==> src/exchange_sort_by_key_core_defines.svh <==
// ----------------------------------------------------------------------------
// exchange_sort_by_key_core_defines
// Assertion macros used by the sort controller (esbk_ctrl). They expect clk and
// rst_n to be in scope.
// ----------------------------------------------------------------------------
`ifndef EXCHANGE_SORT_BY_KEY_CORE_DEFINES_SVH
`define EXCHANGE_SORT_BY_KEY_CORE_DEFINES_SVH

// same-cycle implication
`define ESBK_ASSERT(label, ante, cons, msg) \
  label: assert property (@(posedge clk) disable iff (!rst_n) (ante) |-> (cons)) \
    else $error(msg);

// next-cycle implication
`define ESBK_ASSERT_NEXT(label, ante, cons, msg) \
  label: assert property (@(posedge clk) disable iff (!rst_n) (ante) |=> (cons)) \
    else $error(msg);

`endif

==> src/esbk_pkg.sv <==
// ----------------------------------------------------------------------------
// esbk_pkg
// Shared types and constants for the exchange sort core.
// ----------------------------------------------------------------------------
package esbk_pkg;

  localparam int KEY_W = 32;

  // write data source
  localparam logic SRC_INPUT = 1'b0;
  localparam logic SRC_HELD  = 1'b1;

  // controller to datapath commands
  typedef struct packed {
    logic rd_en;    // read store at rd_addr into read register
    logic wr_en;    // write store at wr_addr
    logic wr_src;   // SRC_INPUT or SRC_HELD
    logic hold_ld;  // held record <= read register
    logic cmp_en;   // held record <= read register when held key is greater
  } cmd_t;

endpackage

==> src/exchange_sort_by_key_core.sv <==
// ----------------------------------------------------------------------------
// exchange_sort_by_key_core
// Collects keyed records, sorts them ascending by signed key with an
// exchange sort over a single-port-read record store, then streams them out.
//
//   channel   dir   handshake          payload
//   in_*      in    tvalid/tready      tdata key,tag; tlast final_item
//   out_*     out   tvalid/tready      tdata key,tag; tlast end_of_run;
//                                      tuser overflow
//
// Load accepts records while in_tvalid is high. With n >= 2 records stored,
// the sort runs one compare per cycle within a pass (limited by the
// store's single read port); a single record skips it. Then S_ERD primes the
// read and S_EMIT streams the records. Input is not taken during sort and
// emit. Output stalls hold the current record and position. Reset empties
// the set; store contents are never read before being written.
// ----------------------------------------------------------------------------
module exchange_sort_by_key_core #(
  parameter int CAPACITY = 64,
  parameter int TAG_BITS = 8,
  localparam int DATA_W = ((esbk_pkg::KEY_W + TAG_BITS + 7) / 8) * 8
) (
  input  logic              clk,
  input  logic              rst_n,
  input  logic              in_tvalid,
  output logic              in_tready,
  input  logic [DATA_W-1:0] in_tdata,   // key[31:0], tag, zero pad
  input  logic              in_tlast,
  output logic              out_tvalid,
  input  logic              out_tready,
  output logic [DATA_W-1:0] out_tdata,  // sorted_key[31:0], sorted_tag, zero pad
  output logic              out_tlast,
  output logic              out_tuser   // overflow
);

  localparam int AW = $clog2(CAPACITY);

  esbk_pkg::cmd_t             cmd;
  logic [AW-1:0]              wr_addr;
  logic [AW-1:0]              rd_addr;
  logic                       held_gt;
  logic [esbk_pkg::KEY_W-1:0] rd_key;
  logic [TAG_BITS-1:0]        rd_tag;

  esbk_ctrl #(
    .CAPACITY (CAPACITY)
  ) u_ctrl (
    .clk       (clk),
    .rst_n     (rst_n),
    .in_valid  (in_tvalid),
    .in_last   (in_tlast),
    .in_ready  (in_tready),
    .out_valid (out_tvalid),
    .out_ready (out_tready),
    .out_last  (out_tlast),
    .overflow  (out_tuser),
    .held_gt   (held_gt),
    .cmd       (cmd),
    .wr_addr   (wr_addr),
    .rd_addr   (rd_addr)
  );

  esbk_dpath #(
    .CAPACITY (CAPACITY),
    .TAG_BITS (TAG_BITS)
  ) u_dpath (
    .clk     (clk),
    .cmd     (cmd),
    .wr_addr (wr_addr),
    .rd_addr (rd_addr),
    .in_key  (in_tdata[esbk_pkg::KEY_W-1:0]),
    .in_tag  (in_tdata[esbk_pkg::KEY_W +: TAG_BITS]),
    .held_gt (held_gt),
    .rd_key  (rd_key),
    .rd_tag  (rd_tag)
  );

  assign out_tdata = DATA_W'({rd_tag, rd_key});

endmodule

==> src/esbk_dpath.sv <==
// ----------------------------------------------------------------------------
// esbk_dpath
// Record store (one write, one registered read port), held record register
// and signed key compare.
// ----------------------------------------------------------------------------
module esbk_dpath #(
  parameter int CAPACITY = 64,
  parameter int TAG_BITS = 8,
  localparam int AW = $clog2(CAPACITY)
) (
  input  logic                      clk,
  input  esbk_pkg::cmd_t            cmd,
  input  logic [AW-1:0]             wr_addr,
  input  logic [AW-1:0]             rd_addr,
  input  logic [esbk_pkg::KEY_W-1:0] in_key,
  input  logic [TAG_BITS-1:0]       in_tag,
  output logic                      held_gt,
  output logic [esbk_pkg::KEY_W-1:0] rd_key,
  output logic [TAG_BITS-1:0]       rd_tag
);

  logic [esbk_pkg::KEY_W-1:0] key_mem [CAPACITY];
  logic [TAG_BITS-1:0]        tag_mem [CAPACITY];

  logic [esbk_pkg::KEY_W-1:0] rd_key_r;
  logic [TAG_BITS-1:0]        rd_tag_r;
  logic [esbk_pkg::KEY_W-1:0] held_key_r;
  logic [TAG_BITS-1:0]        held_tag_r;

  logic [esbk_pkg::KEY_W-1:0] wr_key;
  logic [TAG_BITS-1:0]        wr_tag;

  assign wr_key  = (cmd.wr_src == esbk_pkg::SRC_HELD) ? held_key_r : in_key;
  assign wr_tag  = (cmd.wr_src == esbk_pkg::SRC_HELD) ? held_tag_r : in_tag;
  assign held_gt = $signed(held_key_r) > $signed(rd_key_r);

  always_ff @(posedge clk) begin
    if (cmd.wr_en) begin
      key_mem[wr_addr] <= wr_key;
      tag_mem[wr_addr] <= wr_tag;
    end
  end

  always_ff @(posedge clk) begin
    if (cmd.rd_en) begin
      rd_key_r <= key_mem[rd_addr];
      rd_tag_r <= tag_mem[rd_addr];
    end
  end

  always_ff @(posedge clk) begin
    if (cmd.hold_ld || (cmd.cmp_en && held_gt)) begin
      held_key_r <= rd_key_r;
      held_tag_r <= rd_tag_r;
    end
  end

  assign rd_key = rd_key_r;
  assign rd_tag = rd_tag_r;

endmodule

==> src/esbk_ctrl.sv <==
// ----------------------------------------------------------------------------
// esbk_ctrl
// Sequencer: record load, exchange sort passes, ordered emit.
// ----------------------------------------------------------------------------
`include "exchange_sort_by_key_core_defines.svh"

module esbk_ctrl #(
  parameter int CAPACITY = 64,
  localparam int AW = $clog2(CAPACITY),
  localparam int CW = $clog2(CAPACITY + 1)
) (
  input  logic           clk,
  input  logic           rst_n,
  input  logic           in_valid,
  input  logic           in_last,
  output logic           in_ready,
  output logic           out_valid,
  input  logic           out_ready,
  output logic           out_last,
  output logic           overflow,
  input  logic           held_gt,
  output esbk_pkg::cmd_t cmd,
  output logic [AW-1:0]  wr_addr,
  output logic [AW-1:0]  rd_addr
);

  localparam logic [2:0] S_LOAD  = 3'd0;
  localparam logic [2:0] S_FETCH = 3'd1;
  localparam logic [2:0] S_HOLD  = 3'd2;
  localparam logic [2:0] S_CMP   = 3'd3;
  localparam logic [2:0] S_WB    = 3'd4;
  localparam logic [2:0] S_ERD   = 3'd5;
  localparam logic [2:0] S_EMIT  = 3'd6;

  localparam logic [CW-1:0] CNT_CAP = CW'(CAPACITY);

  logic [2:0]    state_r, state_nxt;
  logic [CW-1:0] count_r, count_nxt;
  logic          dropped_r, dropped_nxt;
  logic [AW-1:0] i_r, i_nxt;
  logic [AW-1:0] j_r, j_nxt;   // inner index, also emit index

  logic full;
  logic j_last;

  assign full   = (count_r == CNT_CAP);
  assign j_last = ((CW'(j_r) + CW'(1)) == count_r);

  always_comb begin
    state_nxt   = state_r;
    count_nxt   = count_r;
    dropped_nxt = dropped_r;
    i_nxt       = i_r;
    j_nxt       = j_r;
    cmd         = '0;
    wr_addr     = count_r[AW-1:0];
    rd_addr     = j_r;
    in_ready    = 1'b0;
    out_valid   = 1'b0;
    out_last    = 1'b0;

    unique case (state_r)
      S_LOAD: begin
        in_ready   = 1'b1;
        cmd.wr_src = esbk_pkg::SRC_INPUT;
        if (in_valid) begin
          if (!full) begin
            cmd.wr_en = 1'b1;
            count_nxt = count_r + CW'(1);
          end else begin
            dropped_nxt = 1'b1;
          end
          if (in_last) begin
            i_nxt = '0;
            j_nxt = '0;
            if (count_nxt >= CW'(2)) begin
              state_nxt = S_FETCH;
            end else begin
              state_nxt = S_ERD;
            end
          end
        end
      end
      S_FETCH: begin
        cmd.rd_en = 1'b1;
        rd_addr   = i_r;
        state_nxt = S_HOLD;
      end
      S_HOLD: begin
        cmd.hold_ld = 1'b1;
        cmd.rd_en   = 1'b1;
        rd_addr     = i_r + AW'(1);
        j_nxt       = i_r + AW'(1);
        state_nxt   = S_CMP;
      end
      S_CMP: begin
        cmd.cmp_en = 1'b1;
        cmd.wr_en  = held_gt;
        cmd.wr_src = esbk_pkg::SRC_HELD;
        wr_addr    = j_r;
        if (j_last) begin
          state_nxt = S_WB;
        end else begin
          cmd.rd_en = 1'b1;
          rd_addr   = j_r + AW'(1);
          j_nxt     = j_r + AW'(1);
        end
      end
      S_WB: begin
        cmd.wr_en  = 1'b1;
        cmd.wr_src = esbk_pkg::SRC_HELD;
        wr_addr    = i_r;
        if ((CW'(i_r) + CW'(2)) < count_r) begin
          cmd.rd_en = 1'b1;
          rd_addr   = i_r + AW'(1);
          i_nxt     = i_r + AW'(1);
          state_nxt = S_HOLD;
        end else begin
          j_nxt     = '0;
          state_nxt = S_ERD;
        end
      end
      S_ERD: begin
        cmd.rd_en = 1'b1;
        rd_addr   = j_r;
        state_nxt = S_EMIT;
      end
      S_EMIT: begin
        out_valid = 1'b1;
        out_last  = j_last;
        if (out_ready) begin
          if (j_last) begin
            count_nxt   = '0;
            dropped_nxt = 1'b0;
            state_nxt   = S_LOAD;
          end else begin
            cmd.rd_en = 1'b1;
            rd_addr   = j_r + AW'(1);
            j_nxt     = j_r + AW'(1);
          end
        end
      end
      default: begin
        state_nxt = S_LOAD;
      end
    endcase
  end

  assign overflow = dropped_r;

  always_ff @(posedge clk) begin
    if (!rst_n) begin
      state_r   <= S_LOAD;
      count_r   <= '0;
      dropped_r <= 1'b0;
      i_r       <= '0;
      j_r       <= '0;
    end else begin
      state_r   <= state_nxt;
      count_r   <= count_nxt;
      dropped_r <= dropped_nxt;
      i_r       <= i_nxt;
      j_r       <= j_nxt;
    end
  end

  `ESBK_ASSERT(a_count_bound, 1'b1, count_r <= CNT_CAP, "record count above capacity")
  `ESBK_ASSERT(a_cmp_order, state_r == S_CMP, CW'(j_r) > CW'(i_r), "inner index not above outer")
  `ESBK_ASSERT(a_sort_nonempty, state_r == S_CMP || state_r == S_HOLD, count_r >= CW'(2), "sort pass with fewer than two records")
  `ESBK_ASSERT_NEXT(a_emit_hold, state_r == S_EMIT && !out_ready, state_r == S_EMIT && $stable(j_r), "emit position moved while stalled")
  `ESBK_ASSERT_NEXT(a_emit_done, state_r == S_EMIT && out_ready && j_last, state_r == S_LOAD && count_r == '0 && !dropped_r, "set state not cleared after emit")

endmodule

==> config.mk <==
export PLATFORM = sky130hd
export DESIGN_NAME = exchange_sort_by_key_core
export DESIGN_NICKNAME = d
export VERILOG_FILES = /design/src/esbk_pkg.sv /design/src/exchange_sort_by_key_core.sv /design/src/esbk_dpath.sv /design/src/esbk_ctrl.sv
export VERILOG_INCLUDE_DIRS = /design/src /design/src/src
export SDC_FILE = /design/constraint.sdc
export NUM_CORES = 2
export LEC_CHECK = 0
export BUFFER_PORTS_ARGS = -buffer_cell sky130_fd_sc_hd__buf_2
export CAP_MARGIN = 15
export CORE_MARGIN = 5
export CORE_UTILIZATION = 45
export CTS_BUF_LIST = sky130_fd_sc_hd__clkbuf_2
export CTS_CLUSTER_SIZE = 14
export DETAILED_ROUTE_END_ITERATION = 6
export PLACE_DENSITY_LB_ADDON = 0.3
export SKIP_LAST_GASP = 1
export SYNTH_ARGS = -nofsm -noshare
export SYNTH_HDL_FRONTEND = slang
export SYNTH_HIERARCHICAL = 1
export SYNTH_SLANG_ARGS = --single-unit
export TNS_END_PERCENT = 1
==> constraint.sdc <==
create_clock -name clk -period 9.11 [get_ports clk]
set_input_delay 0 -clock clk [delete_from_list [all_inputs] [get_ports clk]]
set_output_delay 0 -clock clk [all_outputs]
set_load 0.005 [all_outputs]
==> impl_results.md <==
* DR vias/cell at 6.003
* Area of the die at 239600 sq um
* Core Box Area at 229500 sq um
* #FFs+latches synth at between 2000 and 3000
* Async set or reset register ratio after synthesis at 0%
* Post-cts gate resize count at 0
* Number of flops mapped to enable cells by yosys at 2640
* RSZ-0062 raised after global routing: no
* Syn Inst Count at 4522
* Critical path type: reg -> reg
* Crit path required time at 10.55 ns
* Layout cell share with drive strength beyond 1 at a little under two fifths
* Max Cap Violations at 0
* Yosys warns at 6
* Reg area at roughly 80000 sq um
* CTS tree: built
* Hold Crit Endpoint: u_dpath/tag_mem[14][7]
* CP Max Fanout at 23
* Root Buffer: clkbuf_2
* Share of the synthesized area in the top cell type at between 70% and 80%
* Nature of the critical path startpoint: flip-flop
* Skew final at 0.1875 ns
* Reg-to-reg slack, setup at roughly 2.6 ns
* Mapped Avg Cell Area at ~23 sq um
* TNS Setup at 0 ns
* Initial antenna violation count at 17
* Number of global-route vias before repair at 53140
* Peak VDD IR at 0.3215 mV
* Dpl cell area at ~110000 sq um
* Final Hold Fails at 0
* CTS Sinks at 2663
* Largest area contributor in the netlist: edfxtp_1
* Total wire length at between 200000 and 300000 microns
* Die Wd at ~500 microns
* CP Capture Type: flip-flop
* Fmax at about 150 MHz
* Setup Viol. Count Final at 0
* Final Wtd Congestion at ~0.86
* Layout Cells excl Fill at 8785
* Final layout net count at 5397
* Pin slew with the least headroom to its limit at approximately 1.3 ns
* Syn Nets at ~4600
* Area Overhead vs Synth at 11.50%
* Yosys cell types at 67
* Predominant post-synthesis flop cell: edfxtp_1
* DP Cell Count at 7542
* Worst hold slack at 0.2628 ns
* GR Overflow Total at 0
* First-pass GRT wire length at just under 400000 microns
* Crit share post-route at between 70% and 80%
* CP Data Arrival Time at 7.93 ns
* Post-synthesis sequential area ratio at 77.07%
* Worst-Skew Late Latency at around 1.9 ns
* Row count at 176
* Ports at 89
* Tot Pwr at roughly 33 mW
* H-Tree Level Count at 6
* Most frequent cells in the layout: edfxtp_1 (2640), clkbuf_2 (945), mux4_2 (751), buf_4 (134), dlygate4sd3_1 (124)
* Reg clk slew, reported paths at approximately 0.1 ns
* Slew Viols, Final at 0
* Pwr dens at about 290 nW/um^2
* Most common cell after layout, fill and taps aside: edfxtp_1
* CTS buffer count at roughly 670
* Initial Utilization at between 40% and 50%
* Worst min path class: in -> reg
* Tmin final at 6.488 ns
* Average routed wire per standard cell at 31.02 microns
* Design area at between 100000 and 150000 sq um
* First-pass DRT Iterations at 6
* Detailed Place HPWL at around 150000 microns
* Status: completed
* Vias at 52740
* Hold_sp: in_tdata[39]
* CTS Buffer Depth at 4
* Worst r2r path cells at 12
* Largest net degree at the start of global routing at 140
* Number of fillers in the final layout at 18520
* Mapped Area at roughly 100000 sq um
* Multi-input gate area at between 20000 and 25000 sq um
* Post-DRT Antenna Nets at 0
* Gr usage total at around 23%
* P_leak at between 30 and 40 nW
* Port Buf Inserts at 88
* Area contributors post-synth: edfxtp_1 (77%), mux4_2 (16%), mux2i_1 (0.69%), ha_1 (0.53%), a22oi_1 (0.50%)
* Die Y at 489.5 microns
* Max_slew headroom at 15.53%
* Post-CTS Setup Bufs at 0
* Drc violations at 0
* Reg-to-Reg End: u_dpath/key_mem[29][20]
* Detailed Route Iter0 Violations at between 6000 and 7000
* Hold Path Depth at 5
* Reg2reg start: u_dpath/rd_key[31]
## kinds of logic after synthesis
family,after synthesis,share of synthesized area [%]
multiplexers,865,17.51
AND/OR/NAND/NOR,360,1.669
adder cells (fa/ha/maj),44,0.5321
XOR/XNOR,17,0.1439
AO/OA/AOI/OAI,279,1.815
buffers and inverters,294,1.260
flip-flops,2663,77.07
## sequential cells by signal, indices dropped and copies added, names as in the netlist
register,flops
u_ctrl/count_r,7
u_dpath/rd_key,32
u_dpath/held_key_r,32
u_ctrl/state_r,3
u_ctrl/j_r,6
u_dpath/rd_tag,8
u_ctrl/overflow,1
u_ctrl/i_r,6
u_dpath/tag_mem,512
u_dpath/key_mem,2048
u_dpath/held_tag_r,8
## repair_timing
item,in CTS,in global routing
endpoints found under the hold margin,3274,15
hold buffers,123,1
endpoints found under the setup margin,0,0
## worst max-delay path by stage
| stage | startpoint | endpoint | slack, ns |
|---|---|---|---|
| after global routing | u_dpath/rd_key[31] | u_dpath/key_mem[29][28] | 2.45 |
| final | u_dpath/rd_key[31] | u_dpath/key_mem[29][20] | 2.62 |
| after global placement | u_ctrl/i_r[2] | u_dpath/rd_key[16] | 2.68 |
| after floorplan | u_dpath/rd_key[31] | u_dpath/held_key_r[0] | 2.30 |
| after detailed placement | u_ctrl/i_r[2] | u_dpath/rd_key[16] | 2.79 |
| after CTS | u_dpath/rd_key[31] | u_dpath/key_mem[29][31] | 2.77 |
## critical path, cell delays in order (launching register included)
cell and delay (ns):
edfxtp_1 0.76, inv_1 0.11, ha_1 0.45, nand4_1 0.24, nor4_1 0.58, o31a_1 0.38
o211ai_1 0.12, o31ai_1 0.15, a221o_1 0.40, nor2b_1 0.29, nand3_1 0.84, nor2_4 1.17
buf_4 0.57
## Yosys cell counts (19+ instances only)
library cell / number
a21oi_1: 41
a22oi_1: 69
buf_1: 36
buf_2: 85
clkbuf_1: 108
dfxtp_1: 23
edfxtp_1: 2640
ha_1: 44
inv_1: 44
mux2_2: 42
mux2i_1: 71
mux4_2: 751
nand2_1: 76
nand2b_1: 26
nand3_1: 45
nor2_1: 122
o211ai_1: 19
o21ai_0: 27
o22ai_1: 52
## stage by stage
stage | utilization, % | setup slack [ns]
floorplan | - | 2.299
global placement | 47.27 | 2.682
detailed placement | 47.28 | 2.786
CTS | 50.24 | 2.772
global route | 50.27 | 2.454
finish | 50.27 | 2.622
## per-layer routing
layer,track usage [%],share of wire [%],up-vias
met1,32.78,40,28040
met3,5.050,10,388
met2,35.06,47,3047
met4,7.432,2.5,4
met5,0,0.0099,-
li1,-,-,21260
## cell type report
class / count / area share, %
sequential: 2663 / 69.12
multi-input combinational: 1565 / 19.93
clock buffer: 945 / 4.100
tap: 3026 / 3.282
timing repair buffer: 364 / 2.649
clock inverter: 156 / 0.7191
inverter: 49 / 0.1659
antenna: 17 / 0.03688
## power breakdown
part | total, mW | internal [mW] | switching (mW)
logic | 10.4 | 4.45 | 5.98
clock network | 7.60 | 2.97 | 4.63
registers | 15.0 | 14.6 | 0.358
total | 33.0 | 22.0 | 11.0
No activity file was read; power rests on OpenSTA's default activity.
